## src/sv/psfg_pkg.sv

```systemverilog
`default_nettype none

package psfg_pkg;

	// Coordinate, phase and sine table geometry.
	localparam int COORD_BITS       = 12;
	localparam int PHASE_BITS       = 16;
	localparam int SINE_TABLE_DEPTH = 1024;

	// Derived widths.
	localparam int PROD_BITS     = 2 * COORD_BITS;
	localparam int IN_BITS       = 2 * COORD_BITS;
	localparam int IN_TDATA_BITS = ((IN_BITS + 7) / 8) * 8;
	localparam int LEVEL_BITS    = 8;
	localparam int OUT_TDATA_BITS = 3 * LEVEL_BITS;
	localparam int IDX_BITS      = $clog2(SINE_TABLE_DEPTH);
	localparam int QUARTER       = SINE_TABLE_DEPTH / 4;
	localparam int QADDR_BITS    = IDX_BITS - 2;
	localparam int NUM_DIV       = PROD_BITS + PHASE_BITS;

	// Fringe level constants.
	localparam int unsigned LEVEL_MID = 122;
	localparam int unsigned AMPLITUDE = 122;
	localparam int MAG_BITS = $clog2(AMPLITUDE + 1);
	localparam longint unsigned HALF_PI_Q30   = 64'd1686629713;
	localparam longint unsigned ROUND_BIAS_Q30 = 64'd4096;

	// One third of a cycle in phase units, rounded.
	localparam longint unsigned THIRD = ((64'd1 << PHASE_BITS) + 64'd1) / 64'd3;

	// Register reset values.
	localparam logic                  AXIS_SELECT_RST   = 1'b1;
	localparam logic [COORD_BITS-1:0] SCREEN_WIDTH_RST  = COORD_BITS'(1024);
	localparam logic [COORD_BITS-1:0] SCREEN_HEIGHT_RST = COORD_BITS'(768);
	localparam logic [COORD_BITS-1:0] PERIOD_COUNT_RST  = COORD_BITS'(16);

	// Configuration register indexes.
	typedef enum logic [1:0] {
		REG_AXIS_SELECT   = 2'd0,
		REG_SCREEN_WIDTH  = 2'd1,
		REG_SCREEN_HEIGHT = 2'd2,
		REG_PERIOD_COUNT  = 2'd3
	} cfg_reg_t;

	typedef logic [MAG_BITS-1:0] mag_t;
	typedef logic [QUARTER-1:0][MAG_BITS-1:0] qtab_t;

	// Magnitude of sine in Q30 for an angle in Q30 between zero and a quarter turn,
	// from a Taylor series to degree fifteen. Each term divides the previous one by
	// the next two factorial factors, with signs alternating from a positive x term.
	function automatic longint unsigned sine_mag_q30(longint unsigned x);
		longint unsigned x2;
		longint unsigned term;
		longint unsigned pos;
		longint unsigned neg;
		x2   = (x * x) >> 30;
		term = x;
		pos  = x;
		neg  = 64'd0;
		term = ((term * x2) >> 30) / 64'd6;
		neg  = neg + term;
		term = ((term * x2) >> 30) / 64'd20;
		pos  = pos + term;
		term = ((term * x2) >> 30) / 64'd42;
		neg  = neg + term;
		term = ((term * x2) >> 30) / 64'd72;
		pos  = pos + term;
		term = ((term * x2) >> 30) / 64'd110;
		neg  = neg + term;
		term = ((term * x2) >> 30) / 64'd156;
		pos  = pos + term;
		term = ((term * x2) >> 30) / 64'd210;
		neg  = neg + term;
		return (pos > neg) ? (pos - neg) : 64'd0;
	endfunction

	// Scaled magnitude for quarter-wave index q (zero up to QUARTER).
	function automatic mag_t sine_level(int unsigned q);
		longint unsigned a4;
		longint unsigned x;
		longint unsigned v;
		a4 = 64'(4 * q);
		x  = (HALF_PI_Q30 * a4) / SINE_TABLE_DEPTH;
		v  = (64'(AMPLITUDE) * sine_mag_q30(x) + ROUND_BIAS_Q30) >> 30;
		if (v > 64'(AMPLITUDE)) begin
			v = 64'(AMPLITUDE);
		end
		return MAG_BITS'(v);
	endfunction

	// Quarter-wave magnitude table without its last point.
	function automatic qtab_t build_qtab();
		qtab_t t;
		for (int q = 0; q < QUARTER; q++) begin
			t[q] = sine_level(q);
		end
		return t;
	endfunction

	localparam qtab_t SINE_QTAB = build_qtab();
	localparam mag_t  SINE_PEAK = sine_level(QUARTER);

endpackage

`default_nettype wire

```

## src/sv/phase_shift_fringe_generator.sv

```systemverilog
`default_nettype none

// Three-step phase-shift fringe generator. Each input transaction carries one pixel's
// column and row; each output transaction carries the red, green and blue levels
// 122 + trunc(122*sin) at the pixel phase minus a third of a cycle, at the phase,
// and plus a third of a cycle. The block takes one pixel every clock cycle unless the
// output stalls; each pixel passes through the period multiply register, a fully
// pipelined restoring divider (24 steps reduce the product modulo the axis length,
// 16 more produce the phase fraction), and the phase offset, quarter-wave sine table
// and output registers.
// Backpressure on the output stalls the whole pipeline in place. Configuration is
// written through cfg_we, cfg_addr and cfg_data and must only change while no pixel
// is in flight; there is no clearing pass after reset.
module phase_shift_fringe_generator (
	input  wire logic                                clk,
	input  wire logic                                arst_n,
	// Configuration write port.
	input  wire logic                                cfg_we,
	input  wire logic [1:0]                          cfg_addr,
	input  wire logic [psfg_pkg::COORD_BITS-1:0]     cfg_data,
	// Pixel input: column (low bits), row.
	input  wire logic                                s_axis_tvalid,
	output logic                                     s_axis_tready,
	input  wire logic [psfg_pkg::IN_TDATA_BITS-1:0]  s_axis_tdata,
	// Fringe output: red_level (low bits), green_level, blue_level.
	output logic                                     m_axis_tvalid,
	input  wire logic                                m_axis_tready,
	output logic [psfg_pkg::OUT_TDATA_BITS-1:0]      m_axis_tdata
);
	import psfg_pkg::*;

	localparam int NUM_CH    = 3;
	localparam int HALF_BITS = IDX_BITS - 1;

	// Configuration registers.
	logic                  axis_select_q;
	logic [COORD_BITS-1:0] screen_width_q;
	logic [COORD_BITS-1:0] screen_height_q;
	logic [COORD_BITS-1:0] period_count_q;

	// Pipeline control.
	logic en;
	logic [COORD_BITS-1:0] len;

	// Stage 1: period product.
	logic                  vld_s1;
	logic [PROD_BITS-1:0]  prod_s1;
	logic [COORD_BITS-1:0] pos;

	// Divider stages.
	logic                  dv_vld_s  [NUM_DIV];
	logic [COORD_BITS-1:0] dv_rem_s  [NUM_DIV];
	logic [PROD_BITS-1:0]  dv_prod_s [NUM_DIV];
	logic [PHASE_BITS-1:0] dv_quo_s  [NUM_DIV];

	// Phase, table and output stages.
	logic                  phase;
	logic [PHASE_BITS-1:0] base_phase;
	logic                  vld_s2;
	logic                  vld_s3;
	logic                  vld_s4;
	logic                  neg_s2   [NUM_CH];
	logic                  peak_s2  [NUM_CH];
	logic [QADDR_BITS-1:0] qaddr_s2 [NUM_CH];
	logic                  neg_s3   [NUM_CH];
	mag_t                  mag_s3   [NUM_CH];
	logic [LEVEL_BITS-1:0] level_s4 [NUM_CH];

	// Configuration writes.
	always_ff @(posedge clk or negedge arst_n) begin
		if (!arst_n) begin
			axis_select_q   <= AXIS_SELECT_RST;
			screen_width_q  <= SCREEN_WIDTH_RST;
			screen_height_q <= SCREEN_HEIGHT_RST;
			period_count_q  <= PERIOD_COUNT_RST;
		end else if (cfg_we) begin
			case (cfg_reg_t'(cfg_addr))
				REG_AXIS_SELECT:   axis_select_q   <= cfg_data[0];
				REG_SCREEN_WIDTH:  screen_width_q  <= cfg_data;
				REG_SCREEN_HEIGHT: screen_height_q <= cfg_data;
				REG_PERIOD_COUNT:  period_count_q  <= cfg_data;
				default: ;
			endcase
		end
	end

	// The whole pipeline advances unless a finished result is held at the output.
	assign en            = !vld_s4 || m_axis_tready;
	assign s_axis_tready = en;
	assign len           = axis_select_q ? screen_width_q : screen_height_q;

	// Stage 1: pick the coordinate along the axis and multiply by the period count.
	assign pos = axis_select_q ? s_axis_tdata[COORD_BITS-1:0]
	                           : s_axis_tdata[IN_BITS-1:COORD_BITS];

	always_ff @(posedge clk or negedge arst_n) begin
		if (!arst_n) begin
			vld_s1 <= 1'b0;
		end else if (en) begin
			vld_s1 <= s_axis_tvalid;
		end
	end

	always_ff @(posedge clk) begin
		if (en) begin
			prod_s1 <= PROD_BITS'(period_count_q) * PROD_BITS'(pos);
		end
	end

	// Restoring divider: the first steps take the product bits and leave the
	// remainder modulo the axis length; the later steps shift in zeros and collect
	// the phase fraction bits.
	for (genvar k = 0; k < NUM_DIV; k++) begin : g_div
		logic                  v_in;
		logic [COORD_BITS-1:0] rem_in;
		logic [PROD_BITS-1:0]  prod_in;
		logic [PHASE_BITS-1:0] quo_in;
		logic                  next_bit;
		logic [COORD_BITS:0]   trial;
		logic [COORD_BITS:0]   diff;
		logic                  ge;

		if (k == 0) begin : g_first
			assign v_in    = vld_s1;
			assign rem_in  = '0;
			assign prod_in = prod_s1;
			assign quo_in  = '0;
		end else begin : g_next
			assign v_in    = dv_vld_s[k-1];
			assign rem_in  = dv_rem_s[k-1];
			assign prod_in = dv_prod_s[k-1];
			assign quo_in  = dv_quo_s[k-1];
		end

		if (k < PROD_BITS) begin : g_mod_bit
			assign next_bit = prod_in[PROD_BITS-1-k];
		end else begin : g_frac_bit
			assign next_bit = 1'b0;
		end

		assign trial = {rem_in, next_bit};
		assign diff  = trial - {1'b0, len};
		assign ge    = (trial >= {1'b0, len});

		always_ff @(posedge clk or negedge arst_n) begin
			if (!arst_n) begin
				dv_vld_s[k] <= 1'b0;
			end else if (en) begin
				dv_vld_s[k] <= v_in;
			end
		end

		always_ff @(posedge clk) begin
			if (en) begin
				dv_rem_s[k]  <= ge ? diff[COORD_BITS-1:0] : trial[COORD_BITS-1:0];
				dv_prod_s[k] <= prod_in;
			end
		end

		if (k < PROD_BITS) begin : g_quo_hold
			always_ff @(posedge clk) begin
				if (en) begin
					dv_quo_s[k] <= quo_in;
				end
			end
		end else begin : g_quo_shift
			always_ff @(posedge clk) begin
				if (en) begin
					dv_quo_s[k] <= {quo_in[PHASE_BITS-2:0], ge};
				end
			end
		end
	end

	// A zero axis length leaves the base phase at zero.
	assign phase      = (len != '0);
	assign base_phase = phase ? dv_quo_s[NUM_DIV-1] : '0;

	// Stage 2: apply the one-third phase offsets and fold each phase onto a quarter wave.
	for (genvar c = 0; c < NUM_CH; c++) begin : g_fold
		logic [PHASE_BITS-1:0] ch_phase;
		logic [IDX_BITS-1:0]   idx;
		logic [HALF_BITS-1:0]  half;
		logic [HALF_BITS-1:0]  q;

		if (c == 0) begin : g_red
			assign ch_phase = base_phase - PHASE_BITS'(THIRD);
		end else if (c == 1) begin : g_green
			assign ch_phase = base_phase;
		end else begin : g_blue
			assign ch_phase = base_phase + PHASE_BITS'(THIRD);
		end

		assign idx  = ch_phase[PHASE_BITS-1 -: IDX_BITS];
		assign half = idx[HALF_BITS-1:0];
		assign q    = (half > HALF_BITS'(QUARTER)) ? (HALF_BITS'(0) - half) : half;

		always_ff @(posedge clk) begin
			if (en) begin
				neg_s2[c]   <= idx[IDX_BITS-1];
				peak_s2[c]  <= (q == HALF_BITS'(QUARTER));
				qaddr_s2[c] <= q[QADDR_BITS-1:0];
			end
		end
	end

	// Stage 3: quarter-wave table lookup. Stage 4: signed offset around mid level.
	for (genvar c = 0; c < NUM_CH; c++) begin : g_level
		always_ff @(posedge clk) begin
			if (en) begin
				neg_s3[c]   <= neg_s2[c];
				mag_s3[c]   <= peak_s2[c] ? SINE_PEAK : SINE_QTAB[qaddr_s2[c]];
				level_s4[c] <= neg_s3[c]
					? LEVEL_BITS'(LEVEL_MID) - LEVEL_BITS'(mag_s3[c])
					: LEVEL_BITS'(LEVEL_MID) + LEVEL_BITS'(mag_s3[c]);
			end
		end
	end

	// Valid bits of the last three stages.
	always_ff @(posedge clk or negedge arst_n) begin
		if (!arst_n) begin
			vld_s2 <= 1'b0;
			vld_s3 <= 1'b0;
			vld_s4 <= 1'b0;
		end else if (en) begin
			vld_s2 <= dv_vld_s[NUM_DIV-1];
			vld_s3 <= vld_s2;
			vld_s4 <= vld_s3;
		end
	end

	assign m_axis_tvalid = vld_s4;
	assign m_axis_tdata  = {level_s4[2], level_s4[1], level_s4[0]};

	// An accepted pixel always enters the first stage.
	a_accept_enters: assert property (@(posedge clk) disable iff (!arst_n)
		(s_axis_tvalid && s_axis_tready) |=> vld_s1)
		else $error("accepted pixel did not enter the pipeline");

	// A stall freezes the divider tail.
	a_stall_holds: assert property (@(posedge clk) disable iff (!arst_n)
		!en |=> (dv_vld_s[NUM_DIV-1] == $past(dv_vld_s[NUM_DIV-1])))
		else $error("divider moved during a stall");

	// The modulo remainder stays below the axis length.
	a_mod_range: assert property (@(posedge clk) disable iff (!arst_n)
		(dv_vld_s[PROD_BITS-1] && (len != '0)) |-> (dv_rem_s[PROD_BITS-1] < len))
		else $error("modulo remainder out of range");

	// Output levels never exceed twice the mid level.
	a_level_range: assert property (@(posedge clk) disable iff (!arst_n)
		vld_s4 |-> ((level_s4[0] <= LEVEL_BITS'(2 * LEVEL_MID))
			&& (level_s4[1] <= LEVEL_BITS'(2 * LEVEL_MID))
			&& (level_s4[2] <= LEVEL_BITS'(2 * LEVEL_MID))))
		else $error("fringe level out of range");

endmodule

`default_nettype wire
```

## config.mk

```make
export PLATFORM = sky130hd
export DESIGN_NAME = phase_shift_fringe_generator
export DESIGN_NICKNAME = d
export VERILOG_FILES = /design/src/sv/psfg_pkg.sv /design/src/sv/phase_shift_fringe_generator.sv
export SDC_FILE = /design/constraint.sdc
export NUM_CORES = 2
export LEC_CHECK = 0
export ABC_CLOCK_PERIOD_IN_PS = 36200
export BUFFER_PORTS_ARGS = -buffer_cell sky130_fd_sc_hd__buf_2
export CAP_MARGIN = 25
export CELL_PAD_IN_SITES_DETAIL_PLACEMENT = 1
export CELL_PAD_IN_SITES_GLOBAL_PLACEMENT = 1
export CORE_ASPECT_RATIO = 0.75
export CORE_UTILIZATION = 30
export DETAILED_ROUTE_END_ITERATION = 8
export GPL_ROUTABILITY_DRIVEN = 1
export PLACE_DENSITY_LB_ADDON = 0.15
export SLEW_MARGIN = 15
export SYNTH_ARGS = -nofsm -noshare
export SYNTH_HDL_FRONTEND = slang
export SYNTH_SLANG_ARGS = --single-unit
```

## constraint.sdc

```tcl
create_clock -name clk -period 36.2 [get_ports clk]
set_clock_uncertainty 0.05 [all_clocks]
set_input_delay 3.62 -clock clk [delete_from_list [all_inputs] [get_ports clk]]
set_output_delay 3.62 -clock clk [all_outputs]
set_load 0.02 [all_outputs]
```

==> flow_results.xml <==
<?xml version="1.0" encoding="UTF-8"?>
<metrics>
  <group name="outcome">
    <metric name="run_status" unit="">complete, no violations</metric>
  </group>
  <group name="timing">
    <metric name="rsz0062_at_grt" unit="">no</metric>
    <metric name="hold_viol_final" unit="">0</metric>
    <metric name="fin_worst_hold_slack" unit="ns">0.3364</metric>
    <metric name="setup_viol" unit="">0</metric>
    <metric name="timing.final.ws_setup" unit="ns">27.30</metric>
    <metric name="tns" unit="ns">0</metric>
    <metric name="max_slew_headroom" unit="%">30.24</metric>
    <metric name="max_slew_vio_count" unit="">0</metric>
    <metric name="worstMarginPinSlew" unit="ns">1.041</metric>
    <metric name="timing.final.crit_share" unit="%">24.59</metric>
    <metric name="timing.fmax" unit="MHz">112.3</metric>
    <metric name="min_period" unit="ns">8.902</metric>
  </group>
  <group name="logic_synthesis">
    <metric name="synthArstFlopShare" unit="%">7.620</metric>
    <metric name="synth_top_family_by_area" unit="">adder cells</metric>
    <metric name="synth-seq-cells" unit="">1063</metric>
    <metric name="synth-warning-count" unit="">0</metric>
    <metric name="adder_cell_share_of_the_synthesized_area" unit="%">14.79</metric>
    <metric name="syn_avg_cell_area" unit="um^2">11.16</metric>
    <metric name="ys.flop_type" unit="">edfxtp_1</metric>
    <metric name="yosysMostFrequentCell" unit="">edfxtp_1</metric>
    <metric name="post_synth_most_frequent_cells" unit="">edfxtp_1, ha_1, nand2_1</metric>
    <metric name="synthXorXnorAreaFrac" unit="%">4.540</metric>
    <metric name="synthesis.instances" unit="">6087</metric>
    <metric name="synthesized_area_fraction_occupied_by_ao_oa_aoi_and_oai_cells" unit="%">13.71</metric>
    <metric name="synth_edf_count" unit="">982</metric>
    <metric name="yosys.cell_types.count" unit="">92</metric>
    <metric name="syn_nets" unit="">6850</metric>
    <metric name="synthSimpleGateAreaFrac" unit="%">10.78</metric>
    <metric name="yosys.area.top_type_share" unit="%">43.42</metric>
    <metric name="post-synth-top-area-cell" unit="">edfxtp_1</metric>
    <metric name="synth_seq_area_share" unit="%">46.41</metric>
    <metric name="dominant_cells_by_area_after_synthesis" unit="">edfxtp_1, ha_1, mux2_2</metric>
    <metric name="synthMuxAreaShare" unit="%">6.293</metric>
    <metric name="synthesis.area" unit="um^2">67910</metric>
  </group>
  <group name="setup_path">
    <metric name="critical_path.max_stage_delay" unit="ns">0.55</metric>
    <metric name="cpMostUsedCell" unit="">fa_1</metric>
    <metric name="setup.worst_path.class" unit="">in2reg</metric>
    <metric name="timing.critical_path.to_type" unit="">flip-flop</metric>
    <metric name="crit_path_max_fanout" unit="">12</metric>
    <metric name="cp.required" unit="ns">36.65</metric>
    <metric name="cp-start-kind" unit="">input pin</metric>
    <metric name="cp_slowest_cell" unit="">fa_1</metric>
    <metric name="timing.critical_path.cells" unit="">buf_2, mux2_2, and2_1, fa_1, inv_1, fa_1, inv_1, fa_1, fa_1, inv_1, fa_1, inv_1, ha_1, and3_1, a221oi_1, nand2b_1, o211ai_1, o31ai_1, o31ai_1, a311o_1</metric>
    <metric name="timing.critical_path.arrival" unit="ns">9.36</metric>
  </group>
  <group name="global_routing">
    <metric name="grt_start_max_net_pins" unit="">126</metric>
    <metric name="grt.overflow.total" unit="">0</metric>
    <metric name="first_pass_grt_wire_length" unit="mm">276.3</metric>
    <metric name="first_global_vias" unit="">47740</metric>
    <metric name="initial_antenna_violation_count" unit="">8</metric>
    <metric name="grtUsageTotal" unit="%">15.06</metric>
  </group>
  <group name="clock_network">
    <metric name="ctsHtreeMaxLevel" unit="">3</metric>
    <metric name="cts_setup_buffers" unit="">0</metric>
    <metric name="clock_insertion_delay_worst_skew" unit="ns">0.78</metric>
    <metric name="cts-root-to-sink-buffers" unit="">3</metric>
    <metric name="clk_pin_slew" unit="ns">0.07</metric>
    <metric name="number_of_clock_buffers_inserted_by_tritoncts" unit="">120</metric>
    <metric name="clockRootBuffer" unit="">clkbuf_16</metric>
    <metric name="clock_sink_count" unit="">1063</metric>
    <metric name="cts-hold-fix-buffers" unit="">0</metric>
    <metric name="cts_tree" unit="">yes</metric>
    <metric name="cts_resized" unit="">0</metric>
  </group>
  <group name="die">
    <metric name="dieArea" unit="um^2">228300</metric>
    <metric name="placementRows" unit="">150</metric>
    <metric name="coreArea" unit="um^2">223900</metric>
    <metric name="start_util" unit="%">30.33</metric>
    <metric name="die_h" unit="um">414.1</metric>
    <metric name="horiz_die_dim" unit="um">551.4</metric>
    <metric name="num_io_pins" unit="">69</metric>
  </group>
  <group name="final_layout">
    <metric name="fin_nets" unit="">6922</metric>
    <metric name="final_util" unit="%">33.94</metric>
    <metric name="areaGrowthSynthToFinish" unit="%">11.90</metric>
    <metric name="layout-drive-gt1-share" unit="%">11.32</metric>
  </group>
  <group name="routing">
    <metric name="dr.pass1.iters" unit="">5</metric>
    <metric name="antenna_left" unit="">0</metric>
    <metric name="detail_route.wirelength" unit="mm">173.7</metric>
    <metric name="drc" unit="">0</metric>
    <metric name="drt-wirelength-per-cell" unit="um">18.82</metric>
    <metric name="detailedRoute.firstIterationViolations" unit="">2447</metric>
    <metric name="dr_total_vias" unit="">46250</metric>
    <metric name="drt-vias-per-instance" unit="">5.012</metric>
  </group>
  <group name="job">
    <metric name="max_capacitance_violation_total" unit="">0</metric>
  </group>
  <group name="placement">
    <metric name="dpl_worst_slack" unit="ns">26.49</metric>
    <metric name="place_hpwl" unit="mm">120.1</metric>
    <metric name="gpl.final_weighted_congestion" unit="">0.7890</metric>
    <metric name="place.port_buffers" unit="">68</metric>
  </group>
  <group name="hold_path">
    <metric name="worstHoldPathType" unit="">reg2reg</metric>
  </group>
</metrics>
-- worst paths after layout --
check | from | to | slack [ns] | cells after the start
max | s_axis_tdata[8] | g_div[0].prod_in[23]$_DFFE_PP_ | 27.30 | 20
min reg2reg | dv_prod_s[0][44]$_DFFE_PP_ | dv_prod_s[0][68]$_DFFE_PP_ | 0.34 | 0
min in group asynchronous | arst_n | vld_s3$_DFFE_PN0P_ | 2.68 | 1
max reg2reg | axis_select_q$_DFFE_PN1P_ | dv_rem_s[8][14]$_DFFE_PP_ | 29.29 | 13
min | dv_prod_s[0][44]$_DFFE_PP_ | dv_prod_s[0][68]$_DFFE_PP_ | 0.34 | 0
max in group asynchronous | arst_n | screen_height_q[9]$_DFFE_PN1P_ | 32.78 | 2
-- cell type report --
class                   instances  area, um^2
diodes                          3       7.507
clock buffers                 131        3065
clock inverters                94       972.2
fillers                     24570      147900
inverters                     393        1486
multi-input cells            4432       34210
flip-flops and latches       1063       31520
well taps                    2964        3709
repair buffers                149        1022
-- logic make-up after synthesis --
family,after synthesis
adder cells (fa/ha/maj),720
XOR/XNOR,352
AO/OA/AOI/OAI,1426
multiplexers,385
flip-flops,1063
buffers and inverters,592
AND/OR/NAND/NOR,1549
-- metal layers --
| metal | vias to the layer above | share of wire, % | track usage [%] |
|---|---|---|---|
| li1 | 22710 | - | - |
| met1 | 22850 | 53 | 23.01 |
| met2 | 532 | 42 | 22.69 |
| met3 | 164 | 3.0 | 1.811 |
| met4 | 0 | 1.6 | 2.776 |
| met5 | - | 0 | 0 |
-- cell usage in the layout, fill, tap and decap left out, types with 125 or more instances in the layout --
cell type,instances
ha_1,582
a21o_1,176
inv_1,389
a21oi_1,333
nor2_1,383
mux2_2,276
edfxtp_1,982
nand2_1,526
nor3_1,125
fa_1,138
xnor2_1,245
o21ai_0,278
-- critical path: cells and delay by family --
family	cells	cell delay, ns
AOI/OAI and AO/OA	5	1.52
adders and majority gates	6	2.94
buffers and inverters	5	0.29
and+or+nand+nor	3	0.60
muxes	1	0.37
-- state kept, by name, indices dropped and copies added, names as in the netlist, 21 cells and up --
register / cells
g_div.prod_in: 24
dv_quo_s: 136
dv_prod_s: 276
dv_rem_s: 468
level_s4: 24
mag_s3: 21
qaddr_s2: 24
g_div.v_in: 40
-- stage by stage --
step	std cells	area [um^2]
floorplan	6087	67910
global placement	8991	71820
detailed placement	8992	71830
CTS	9217	75870
global route	9227	75990
finish	9229	76000
Power is left out: the tool's default activity adds up to more than one toggle a clock period on the data nets, which glitch-free logic cannot reach.
